===== src/rtl/msq_pkg.sv =====
// Package for the marching squares cell unit: field widths, edge codes,
// case table and shared structs. No dependencies.
`default_nettype none
package msq_pkg;
    localparam int W = 16;
    localparam logic signed [W-1:0] ISO_RESET = 16'sd819;

    typedef enum logic [1:0] {
        EDGE_BOTTOM = 2'd0,
        EDGE_RIGHT  = 2'd1,
        EDGE_TOP    = 2'd2,
        EDGE_LEFT   = 2'd3
    } t_edge;

    // One interpolation job: one endpoint on one edge
    typedef struct packed {
        logic signed [W-1:0] fa;
        logic signed [W-1:0] fb;
        logic signed [W-1:0] pa;
        logic signed [W-1:0] pb;
        logic signed [W-1:0] fixed_coord;
        logic                coord_is_x;
    } t_point_job;

    // One segment job queued between classifier and interpolator
    typedef struct packed {
        t_point_job p0;
        t_point_job p1;
        logic       last;
    } t_seg_job;

    // Edge pair of segment k for a case
    function automatic logic [3:0] seg_edges(input logic [3:0] cs, input logic k);
        logic [7:0] row;
        unique case (cs)
            4'd1:    row = {2'd0, 2'd0, 2'd3, 2'd0};
            4'd2:    row = {2'd0, 2'd0, 2'd1, 2'd0};
            4'd3:    row = {2'd0, 2'd0, 2'd3, 2'd1};
            4'd4:    row = {2'd0, 2'd0, 2'd3, 2'd2};
            4'd5:    row = {2'd0, 2'd0, 2'd2, 2'd0};
            4'd6:    row = {2'd3, 2'd2, 2'd1, 2'd0};
            4'd7:    row = {2'd0, 2'd0, 2'd2, 2'd1};
            4'd8:    row = {2'd0, 2'd0, 2'd2, 2'd1};
            4'd9:    row = {2'd2, 2'd1, 2'd3, 2'd0};
            4'd10:   row = {2'd0, 2'd0, 2'd2, 2'd0};
            4'd11:   row = {2'd0, 2'd0, 2'd3, 2'd2};
            4'd12:   row = {2'd0, 2'd0, 2'd3, 2'd1};
            4'd13:   row = {2'd0, 2'd0, 2'd1, 2'd0};
            4'd14:   row = {2'd0, 2'd0, 2'd3, 2'd0};
            default: row = 8'd0;
        endcase
        return k ? row[7:4] : row[3:0];
    endfunction

    function automatic logic [1:0] seg_count(input logic [3:0] cs);
        if (cs == 4'd0 || cs == 4'd15) return 2'd0;
        if (cs == 4'd6 || cs == 4'd9) return 2'd2;
        return 2'd1;
    endfunction
endpackage
`default_nettype wire


===== src/rtl/msq_front.sv =====
// Front end: takes cells, classifies corners against the isovalue and
// queues one job per segment. Depends on msq_pkg.
`default_nettype none
module msq_front (
    input  wire                      i_clk,
    input  wire                      i_rst_n,
    input  wire signed [15:0]        i_iso,
    input  wire                      i_valid,
    output logic                     o_ready,
    input  wire [127:0]              i_data,
    output msq_pkg::t_seg_job        o_job,
    output logic                     o_job_valid,
    input  wire                      i_job_ready
);
    logic signed [15:0] f [4];
    logic [3:0]  cs;
    logic [1:0]  n_segs;
    // held cell with pending second segment
    logic        r_pend;
    logic [127:0] r_data;
    logic [3:0]  r_cs;

    // Build a point job for an edge of a cell
    function automatic msq_pkg::t_point_job mk(input logic [1:0] e,
            input logic [127:0] d);
        msq_pkg::t_point_job j;
        logic signed [15:0] a, b, c, dd, l, r, bt, tp;
        a = d[15:0]; b = d[31:16]; c = d[47:32]; dd = d[63:48];
        l = d[79:64]; r = d[95:80]; bt = d[111:96]; tp = d[127:112];
        unique case (msq_pkg::t_edge'(e))
            msq_pkg::EDGE_BOTTOM: j = '{a, b, l, r, bt, 1'b1};
            msq_pkg::EDGE_RIGHT:  j = '{b, dd, bt, tp, r, 1'b0};
            msq_pkg::EDGE_TOP:    j = '{c, dd, l, r, tp, 1'b1};
            default:              j = '{a, c, bt, tp, l, 1'b0};
        endcase
        return j;
    endfunction

    always_comb begin
        for (int i = 0; i < 4; i++) begin
            f[i]  = i_data[16*i +: 16];
            cs[i] = f[i] > i_iso;
        end
        n_segs = msq_pkg::seg_count(cs);
    end

    // Accept a new cell unless a second segment is still pending or a crossed cell finds the queue full
    assign o_ready = !r_pend && (i_job_ready || !i_valid || n_segs == 2'd0);

    always_comb begin
        logic [3:0] ee;
        if (r_pend) begin
            ee = msq_pkg::seg_edges(r_cs, 1'b1);
            o_job = '{mk(ee[1:0], r_data), mk(ee[3:2], r_data), 1'b1};
            o_job_valid = 1'b1;
        end else begin
            ee = msq_pkg::seg_edges(cs, 1'b0);
            o_job = '{mk(ee[1:0], i_data), mk(ee[3:2], i_data), n_segs == 2'd1};
            o_job_valid = i_valid && n_segs != 2'd0;
        end
    end

    // Hold ambiguous cells for their second segment
    always_ff @(posedge i_clk) begin
        if (!i_rst_n) begin
            r_pend <= 1'b0;
        end else if (r_pend) begin
            if (i_job_ready) r_pend <= 1'b0;
        end else if (i_valid && o_ready && n_segs == 2'd2) begin
            r_pend <= 1'b1;
        end
        if (!r_pend) begin
            r_data <= i_data;
            r_cs   <= cs;
        end
    end
endmodule
`default_nettype wire


===== src/rtl/msq_fifo.sv =====
// Two-entry queue of segment jobs between front and back end.
// Depends on msq_pkg.
`default_nettype none
module msq_fifo (
    input  wire                i_clk,
    input  wire                i_rst_n,
    input  msq_pkg::t_seg_job  i_job,
    input  wire                i_valid,
    output logic               o_ready,
    output msq_pkg::t_seg_job  o_job,
    output logic               o_valid,
    input  wire                i_ready
);
    msq_pkg::t_seg_job r_mem [2];
    logic r_wp, r_rp;
    logic [1:0] r_cnt;
    logic wr, rd;

    assign o_ready = r_cnt != 2'd2;
    assign o_valid = r_cnt != 2'd0;
    assign o_job   = r_mem[r_rp];
    assign wr = i_valid && o_ready;
    assign rd = o_valid && i_ready;

    // Advance pointers and count
    always_ff @(posedge i_clk) begin
        if (!i_rst_n) begin
            r_wp <= 1'b0; r_rp <= 1'b0; r_cnt <= 2'd0;
        end else begin
            if (wr) r_wp <= !r_wp;
            if (rd) r_rp <= !r_rp;
            r_cnt <= r_cnt + 2'(wr) - 2'(rd);
        end
        if (wr) r_mem[r_wp] <= i_job;
    end

    assert property (@(posedge i_clk) disable iff (!i_rst_n) r_cnt != 2'd3)
        else $error("queue count overflow");
    assert property (@(posedge i_clk) disable iff (!i_rst_n)
        (r_cnt == 2'd2 && !rd) |=> r_cnt == 2'd2)
        else $error("queue lost an entry");
endmodule
`default_nettype wire


===== src/rtl/msq_back.sv =====
// Back end: interpolates both endpoints of a segment with a shared
// radix-2 divider (one quotient bit per cycle). Depends on msq_pkg.
`default_nettype none
module msq_back (
    input  wire                i_clk,
    input  wire                i_rst_n,
    input  wire signed [15:0]  i_iso,
    input  msq_pkg::t_seg_job  i_job,
    input  wire                i_valid,
    output logic               o_ready,
    output logic [63:0]        o_data,
    output logic               o_last,
    output logic               o_valid,
    input  wire                i_ready
);
    typedef enum logic [1:0] {S_IDLE, S_MUL, S_DIV, S_DONE} t_state;
    t_state r_state;
    msq_pkg::t_seg_job r_job;
    logic        r_pt;
    logic [34:0] r_num, r_rem;
    logic [17:0] r_den;
    logic [35:0] r_quo;
    logic [5:0]  r_cnt;
    logic        r_neg;
    logic signed [15:0] r_res0x, r_res0y;
    msq_pkg::t_point_job pj;
    logic signed [16:0] num, den, dl;
    logic signed [33:0] prod;
    logic [35:0] rem_sh;
    logic signed [37:0] sum;
    logic signed [15:0] sat, px, py;
    logic        emit;

    assign pj   = r_pt ? r_job.p1 : r_job.p0;
    assign num  = 17'(i_iso) - 17'(pj.fa);
    assign den  = 17'(pj.fb) - 17'(pj.fa);
    assign dl   = 17'(pj.pb) - 17'(pj.pa);
    assign prod = num * dl;
    assign rem_sh = {r_rem, r_num[34]};
    // q = (2|p| + |den|) / (2|den|)
    always_comb begin
        logic signed [37:0] q;
        q   = r_neg ? -$signed({2'b0, r_quo}) : $signed({2'b0, r_quo});
        sum = 38'(pj.pa) + q;
        if (sum > 38'sd32767) sat = 16'sh7fff;
        else if (sum < -38'sd32768) sat = 16'sh8000;
        else sat = sum[15:0];
        px = pj.coord_is_x ? sat : pj.fixed_coord;
        py = pj.coord_is_x ? pj.fixed_coord : sat;
    end

    // Finish a segment once the output register is free
    assign emit    = r_state == S_DONE && r_pt && (!o_valid || i_ready);
    assign o_ready = r_state == S_IDLE;

    // Sequence: multiply, divide bit by bit, store point
    always_ff @(posedge i_clk) begin
        if (!i_rst_n) begin
            r_state <= S_IDLE;
            o_valid <= 1'b0;
        end else begin
            if (emit) o_valid <= 1'b1;
            else if (o_valid && i_ready) o_valid <= 1'b0;
            unique case (r_state)
                S_IDLE: if (i_valid && o_ready) begin
                    r_job <= i_job; r_pt <= 1'b0; r_state <= S_MUL;
                end
                S_MUL: begin
                    logic [33:0] mp;
                    logic [16:0] md;
                    mp = prod[33] ? 34'(-prod) : 34'(prod);
                    md = den[16] ? 17'(-den) : 17'(den);
                    r_neg <= prod[33] ^ den[16] && prod != 0;
                    r_num <= {mp, 1'b0} + 35'(md);
                    r_den <= {md, 1'b0};
                    r_rem <= '0; r_quo <= '0;
                    r_cnt <= 6'd34;
                    r_state <= S_DIV;
                end
                S_DIV: begin
                    if (rem_sh >= 36'(r_den)) begin
                        r_rem <= 35'(rem_sh - 36'(r_den));
                        r_quo <= {r_quo[34:0], 1'b1};
                    end else begin
                        r_rem <= rem_sh[34:0];
                        r_quo <= {r_quo[34:0], 1'b0};
                    end
                    r_num <= {r_num[33:0], 1'b0};
                    if (r_cnt == 6'd0) r_state <= S_DONE;
                    else r_cnt <= r_cnt - 6'd1;
                end
                default: begin
                    if (!r_pt) begin
                        r_res0x <= den == 0 ? (pj.coord_is_x ? pj.pa : px) : px;
                        r_res0y <= den == 0 ? (pj.coord_is_x ? py : pj.pa) : py;
                        r_pt <= 1'b1; r_state <= S_MUL;
                    end else if (emit) begin
                        o_data  <= {den == 0 ? (pj.coord_is_x ? py : pj.pa) : py,
                                    den == 0 ? (pj.coord_is_x ? pj.pa : px) : px,
                                    r_res0y, r_res0x};
                        o_last  <= r_job.last;
                        r_state <= S_IDLE;
                    end
                end
            endcase
        end
    end

    assert property (@(posedge i_clk) disable iff (!i_rst_n)
        (o_valid && !i_ready) |=> o_valid)
        else $error("result dropped while stalled");
    assert property (@(posedge i_clk) disable iff (!i_rst_n)
        (r_state == S_DIV) |-> r_den != '0)
        else $error("zero divisor on a crossed edge");
    assert property (@(posedge i_clk) disable iff (!i_rst_n)
        (r_state == S_IDLE && i_valid && o_ready) |=> r_state == S_MUL)
        else $error("job not started");
endmodule
`default_nettype wire


===== src/rtl/marching_squares_cell_top.sv =====
// Marching squares cell unit, top level. Instantiates msq_front,
// msq_fifo and msq_back; depends on msq_pkg.
// Each cell yields zero, one or two segments. Endpoints are interpolated by
// one shared bit-serial divider: a segment is taken as a job, then its two
// points each go through one multiply step, 35 divide steps and one store
// step, and the divider takes no new segment before the last one is emitted.
// Cells with no crossing queue no job and are taken even when the queue is
// full, unless a second segment is pending. A two-entry queue lets the
// classifier take cells while the divider works, and the divider can work
// on the next segment while a finished segment waits in the output register.
`default_nettype none
module marching_squares_cell_top (
    input  wire         i_clk,
    input  wire         i_rst_n,
    input  wire         i_cfg_valid,
    output logic        o_cfg_ready,
    input  wire [15:0]  i_cfg_data,
    input  wire         s_axis_tvalid,
    output logic        s_axis_tready,
    // value_low_left, value_low_right, value_high_left, value_high_right,
    // left_x, right_x, bottom_y, top_y
    input  wire [127:0] s_axis_tdata,
    output logic        m_axis_tvalid,
    input  wire         m_axis_tready,
    // start_x, start_y, end_x, end_y
    output logic [63:0] m_axis_tdata,
    output logic        m_axis_tlast
);
    logic signed [15:0] r_iso;
    msq_pkg::t_seg_job  fj, qj;
    logic fv, fr, qv, qr;

    assign o_cfg_ready = 1'b1;
    // Hold the isovalue register
    always_ff @(posedge i_clk) begin
        if (!i_rst_n) r_iso <= msq_pkg::ISO_RESET;
        else if (i_cfg_valid) r_iso <= i_cfg_data;
    end

    msq_front u_front (.i_clk, .i_rst_n, .i_iso(r_iso), .i_valid(s_axis_tvalid),
        .o_ready(s_axis_tready), .i_data(s_axis_tdata), .o_job(fj),
        .o_job_valid(fv), .i_job_ready(fr));
    msq_fifo u_fifo (.i_clk, .i_rst_n, .i_job(fj), .i_valid(fv), .o_ready(fr),
        .o_job(qj), .o_valid(qv), .i_ready(qr));
    msq_back u_back (.i_clk, .i_rst_n, .i_iso(r_iso), .i_job(qj), .i_valid(qv),
        .o_ready(qr), .o_data(m_axis_tdata), .o_last(m_axis_tlast),
        .o_valid(m_axis_tvalid), .i_ready(m_axis_tready));
endmodule
`default_nettype wire

===== config.mk =====
export PLATFORM = sky130hd
export DESIGN_NAME = marching_squares_cell_top
export DESIGN_NICKNAME = d
export VERILOG_FILES = /design/src/rtl/msq_pkg.sv /design/src/rtl/msq_front.sv /design/src/rtl/msq_fifo.sv /design/src/rtl/msq_back.sv /design/src/rtl/marching_squares_cell_top.sv
export SDC_FILE = /design/constraint.sdc
export NUM_CORES = 2
export LEC_CHECK = 0
export CAP_MARGIN = 20
export CORE_ASPECT_RATIO = 1.75
export CORE_MARGIN = 1.5
export CORE_UTILIZATION = 25
export DETAILED_ROUTE_END_ITERATION = 8
export DONT_BUFFER_PORTS = 1
export SLEW_MARGIN = 10
export SYNTH_ARGS = -nofsm -noshare
export SYNTH_HDL_FRONTEND = slang
export SYNTH_HIERARCHICAL = 1
export SYNTH_SLANG_ARGS = --single-unit
export TNS_END_PERCENT = 10

===== constraint.sdc =====
create_clock -name i_clk -period 13.2 [get_ports i_clk]
set_input_delay 0.66 -clock i_clk [delete_from_list [all_inputs] [get_ports i_clk]]
set_output_delay 0.66 -clock i_clk [all_outputs]
set_load 0.005 [all_outputs]

# ---- After elaboration in Yosys (flattened, before gate mapping)
# Memory sizes are Yosys's and may differ from the RTL's. A register that Yosys moved wholly into a read port is not among the register bits.
# Index checks and enable logic that the tools add are counted.
dict set report word_totals {
  mem_bits_rw 326
  n_memories 3
  rom_bits 256
  in_bits 149
  register_bits 384
  out_inout_bits 68
}
dict set report classes {
  n_reduce_logical 44
  n_eq_ne 21
  add_sub_neg 12
  order_cmp 7
  n_mul 1
  mux 49
  bitwise 4
}
# memory words width read_ports rd_ports_with_merged_regs write_ports line_no
set memory_table {}
lappend memory_table {u_fifo.r_mem 2 163 1 1 1 msq_fifo.sv:14} ;# msq_pkg::t_seg_job r_mem [2];
lappend memory_table {{(no name shown)} 16 8 1 1 0 msq_pkg.sv:35} ;# unique case (cs)
lappend memory_table {{(no name shown)} 16 8 1 0 0 msq_pkg.sv:35}
# op n
set op_table {}
lappend op_table {{81-bit case mux with 3 select lines} 4}
lappend op_table {{163-bit 2-to-1 mux} 1}
lappend op_table {{35-bit case mux with 2 select lines} 2}
lappend op_table {{16-bit 2-to-1 mux} 8}
lappend op_table {{81-bit 2-to-1 mux} 1}
lappend op_table {{36-bit case mux with 2 select lines} 1}
lappend op_table {{16-bit greater-than comparator} 4}
lappend op_table {{16-bit by 16-bit subtractor with 17-bit output} 3}
lappend op_table {{16-bit by 38-bit adder with 38-bit output} 1}
lappend op_table {{38-bit by 16-bit greater-than comparator with 1-bit output (second input constant)} 1}
lappend op_table {{38-bit by 16-bit less-than comparator with 1-bit output (second input constant)} 1}
lappend op_table {{38-bit 2-to-1 mux} 1}
lappend op_table {{36-bit negator with 38-bit output} 1}
lappend op_table {{36-bit by 18-bit >= comparator with 1-bit output} 1}
lappend op_table {{35-bit by 17-bit adder with 35-bit output} 1}
lappend op_table {{35-bit 2-to-1 mux} 1}
lappend op_table {{35-bit by 18-bit subtractor with 35-bit output} 1}
lappend op_table {{17-bit by 17-bit multiplier with 34-bit output} 1}
lappend op_table {{34-bit 2-to-1 mux} 1}
lappend op_table {{34-bit negator} 1}
lappend op_table {{34-bit nonzero test} 1}
lappend op_table {{32-bit logical NOT} 1}
lappend op_table {{17-bit 2-to-1 mux} 1}
lappend op_table {{17-bit negator} 1}
lappend op_table {{32 further kinds} 98}

# ---- Depth between registers and ports, before layout
dict set report depth {
  word_depth 14
  mapped_depth 58
  depth_no_buf 51
}

# ---- Hierarchy
# The synthesis kept the hierarchy.
# mod instances area_per_inst_um2 cells_per_inst
set by_module_without_submodules {}
lappend by_module_without_submodules {msq_back 1 34892.2 3460}
lappend by_module_without_submodules {msq_front 1 13356.6 1412}
lappend by_module_without_submodules {msq_fifo 1 12294.3 537}
lappend by_module_without_submodules {marching_squares_cell_top 1 611.8 53}

# ---- Worst setup path after synthesis
# Ideal clock, no wire load.
dict set report synth_timing {
  kind {register to register}
  startpoint {register u_back.r_pt}
  endpoint {register u_back.r_num[31], data pin}
  arrival_time_ns 13.255
  required_ns 13.031
  stages_incl_launch_ff 55
  setup_slack_ns -0.224
  n_path_buf 8
  setup_ns 0.169
  synth_period_minus_slack_ns 13.424
  cell_sequence {edfxtp_1 clkbuf_1 clkbuf_1 buf_1 clkbuf_1 mux2i_1 fa_1 a21o_1 a21oi_1 o21ai_0 a21oi_1 o21ai_0 a21oi_1 o211ai_1 a31oi_1 nor2b_1 o21ai_0 a31oi_1 (+19 left out) clkbuf_1 clkbuf_1 clkbuf_1 nor2_1 xor2_1 ha_1 nor2b_1 o21a_1 o21ai_0 a21o_1 a21o_1 a31oi_1 o31ai_1 a21oi_1 nand2_1 nand4bb_1 o21a_1 o31ai_1}
}
dict set report synth_via {
  elab_chain_len 7
  word_cells_on_any_way 11
}
# element line_no
set synth_lines {}
lappend synth_lines {{from (decl)} msq_back.sv:19} ;# logic r_pt;
lappend synth_lines {{from (signal assigned)} msq_back.sv:66} ;# r_job <= i_job; r_pt <= 1'b0; r_state <= S_MUL;
lappend synth_lines {{from (signal assigned)} msq_back.sv:96} ;# r_pt <= 1'b1; r_state <= S_MUL;
lappend synth_lines {{81-bit 2-to-1 mux *} msq_back.sv:34} ;# assign pj = r_pt ? r_job.p1 : r_job.p0;
lappend synth_lines {{16-bit by 16-bit subtractor with 17-bit output, on equally long branches} {msq_back.sv:35, msq_back.sv:37}}
lappend synth_lines {{17-bit by 17-bit multiplier with 34-bit output} msq_back.sv:38} ;# assign prod = num * dl;
lappend synth_lines {{34-bit negator} msq_back.sv:71} ;# mp = prod[33] ? 34'(-prod) : 34'(prod);
lappend synth_lines {{34-bit 2-to-1 mux} msq_back.sv:71}
lappend synth_lines {{35-bit by 17-bit adder with 35-bit output *} msq_back.sv:74} ;# r_num <= {mp, 1'b0} + 35'(md);
lappend synth_lines {{35-bit case mux with 2 select lines *} msq_back.sv:64} ;# unique case (r_state)
lappend synth_lines {{to (signal assigned)} msq_back.sv:74}
lappend synth_lines {{to (signal assigned)} msq_back.sv:88} ;# r_num <= {r_num[33:0], 1'b0};
lappend synth_lines {{to (decl)} msq_back.sv:20} ;# logic [34:0] r_num, r_rem;
# Mark *: on every way between the ends. The rest lies on a longest branch, timed or not.
# A chain may end at the register's enable or synchronous reset.

# ---- Worst setup path in the final report
dict set report layout_timing {
  startpoint {register u_back.r_pt}
  endpoint {register u_back.r_num[32], data pin}
}
# The elaborated chain is that of the path after synthesis.

==> flow_summary.ini <==
[synth]
ys_ff_latch = 877
syn_inst = 5462
syn_area_um2 = 61200
syn-num-nets = 6191
yosysWarnings = 6
synth_edf_count = 849
yosysSeqAreaShare_pct = 42.6
async_flop_share_pct = 0
ys.flop_type = edfxtp_1
avgSynthCellArea_um2 = 11.2
yosysUniqueCellTypes = 108

[setup_path]
crit_path_frequent_cell = fa_1
start_kind = register
reg2reg_slack_ns = 0.69
path_max_fanout = 21
slowest_stage = fa_1
r2r_end = u_back/r_num[32]
rr_worst_depth = 50
cp.arrival_ns = 12.90
critical-path-max-stage-delay_ns = 0.56
r2r_start = u_back/r_pt
critical_path_class = register to register
cp-end-kind = register
cp.required_ns = 13.59

[cells_and_area]
layout.nets = 6152
nFillCells = 25300
drive_gt1_share_pct = 13.0
stdcell_area_um2 = 68300
seq_area_um2 = 26100
multi_input_comb_area_um2 = 32300
fin_cells = 8761
area_growth_pct = 11.7

[detailed_routing]
vias_per_cell = 4.85
drc = 0
vias = 42500
drt_iter0_drc = 2524
finalWirelength_mm = 179
post_drt_wl_per_cell_um = 20.5
drtAntennaViolNets = 0
drtPass1Iterations = 6

[timing]
period_share_pct = 94.8
final-hold-violation-count = 0
rsz0062_at_grt = no
min_period_ns = 12.51
tns_ns = 0
drv_slew = 0
fmax_mhz = 80.0
relSlewSlack_pct = 21.9
worst_slew_pin_slew_ns = 1.16
setup_slack_ns = 0.692
finalClockSkew_ns = 0.0396
finalSetupViolCount = 0

[cts]
root_buffer = clkbuf_16
cts_tree = built
clock_sinks = 877
cts.path.max_buffers = 3
numCtsBuffers = 82
clkSlewWorstSetupHoldPaths_ns = 0.07
h-tree-depth = 3
ctsHoldBuffers = 0
clk_latency_ns = 0.70

[placed_design]
dp.cells = 8604
placed_area_um2 = 65300
dpl.hpwl_mm = 137
gp_congestion = 0.948
preCtsSetupSlack_ns = 0.218
port_buffers = 0

[die]
die_height_um = 657
dieArea_um2 = 248000
core_um2 = 244000
initial_utilization_pct = 25.1
std_cell_rows = 240
ios = 217
fp.dieW_um = 377

[global_route]
grt_pass1_vias = 44300
grt_max_degree = 91
grt_pass1_wl_mm = 269
track_usage_pct = 14.1
grt_overflow_total = 0
antenna_found_initial = 9

[min_path]
whs_endpoint = u_front/r_data[89]
hp-start = s_axis_tdata[89]
hp-class = input pin to register
hold_depth = 0

[outcome]
status = completed

[job]
max_cap_viol_count = 0
-- synthesized netlist by cell type, types with 81 or more instances --
library cell / instances / area (um2)
o21ai_0: 234 / 1170
inv_1: 483 / 1810
a211oi_1: 105 / 788
a21oi_1: 295 / 1480
nand2_1: 425 / 1600
mux2i_1: 214 / 2140
and2_1: 81 / 507
fa_1: 302 / 6050
ha_1: 278 / 3480
nor2b_1: 131 / 820
mux2_2: 209 / 2350
xnor2_1: 159 / 1390
nor2_1: 290 / 1090
edfxtp_1: 849 / 25500
clkbuf_1: 196 / 736
-- how the worst max path moves through the flow --
stage / cells after the start / start / endpoint / slack [ns]
2_1_floorplan: 52 / u_back/r_pt / u_back/r_num[31] / 0.08
3_3_place_gp: 49 / u_back/r_pt / u_back/r_num[31] / 0.32
3_5_place_dp: 48 / u_back/r_pt / u_back/r_num[31] / 0.22
4_1_cts: 48 / u_back/r_pt / u_back/r_num[31] / 0.18
5_1_grt: 49 / u_back/r_pt / u_back/r_num[27] / 0.006
6_report: 50 / u_back/r_pt / u_back/r_num[32] / 0.69
-- metal layers --
metal | global-route usage [%] | share of wire, % | vias up | wire length (um)
li1 | - | - | 19700 | -
met1 | 14.1 | 35 | 21100 | 63100
met2 | 27.2 | 54 | 1208 | 96300
met3 | 2.17 | 4.7 | 471 | 8510
met4 | 8.18 | 6.4 | 2 | 11400
met5 | 0 | 0.0072 | - | 13
-- timing repair --
item	4_1_cts	5_1_grt
setup buffers	0	1
setup endpoints to repair	0	19
resized for setup	0	26
-- final cells by class --
class | instances | share of cell area [%]
sequential | 877 | 38.2
antenna | 5 | 0.0183
inverter | 489 | 2.71
clock buffer | 100 | 3.16
tap | 3267 | 5.99
timing repair buffer | 140 | 1.60
clock inverter | 50 | 1.07
multi-input combinational | 3833 | 47.3
-- worst max-delay path: cells and delay by family (launching register included) --
family / cells / cell delay [ns]
muxes: 1 / 0.27
buffers and inverters: 8 / 1.04
adders and majority gates: 10 / 4.36
DFF: 1 / 0.45
xor gates and xnor gates: 2 / 0.43
and+or+nand+nor: 8 / 1.33
AOI/OAI and AO/OA: 21 / 4.35
-- per-stage QoR --
step                      hold WS, ns  util (%)
final                          0.0535      28.0
after global routing           0.0263      28.0
after CTS                     0.00745      28.0
after detailed placement        0.405      26.8
after global placement          0.404      26.8
after floorplan                 0.400         -
-- cells in the final DEF (no fill, tap or decap), types with 67 or more instances in the layout --
| cell type | Yosys | layout |
|---|---|---|
| xor2_1 | 71 | 70 |
| nor2b_1 | 131 | 129 |
| a211oi_1 | 105 | 104 |
| fa_1 | 302 | 300 |
| clkbuf_16 | 0 | 83 |
| nor2_1 | 290 | 287 |
| edfxtp_1 | 849 | 849 |
| xnor2_1 | 159 | 151 |
| and2_1 | 81 | 79 |
| mux2_2 | 209 | 209 |
| o21ai_0 | 234 | 229 |
| mux2_4 | 70 | 70 |
| a21oi_1 | 295 | 291 |
| inv_1 | 483 | 482 |
| nand2_1 | 425 | 424 |
| buf_4 | 5 | 135 |
| ha_1 | 278 | 277 |
| nor3_1 | 72 | 67 |
| o31ai_1 | 69 | 68 |
| mux2i_1 | 214 | 213 |
-- state kept, by name, indices dropped and copies added, names as in the netlist, 4 cells and up, named ones only --
signal	flops
u_back/r_res0x	16
u_front/r_cs	4
u_back/r_res0y	16
u_back/r_rem	35
u_front/r_data	128
u_back/o_data	64
u_fifo/r_mem	326
r_iso	16
u_back/r_den	17
u_back/r_num	35
u_back/r_job	163
u_back/r_quo	36
u_back/r_cnt	6
-- logic make-up (layout without fill, tap and decap cells) --
kind of cell	count (synthesis)	in the layout	share of synthesized area (%)
buffers and inverters	752	779	4.98
xor gates and xnor gates	230	230	3.29
and+or+nand+nor	1332	1332	10.7
muxes	525	525	10.2
other	1	6	0.00613
DFF	877	877	42.6
AOI/OAI and AO/OA	1165	1165	12.6
adders and majority gates	580	580	15.6
Power is left out: the tool's default activity adds up to more than one toggle a clock period on the data nets, which glitch-free logic cannot reach.
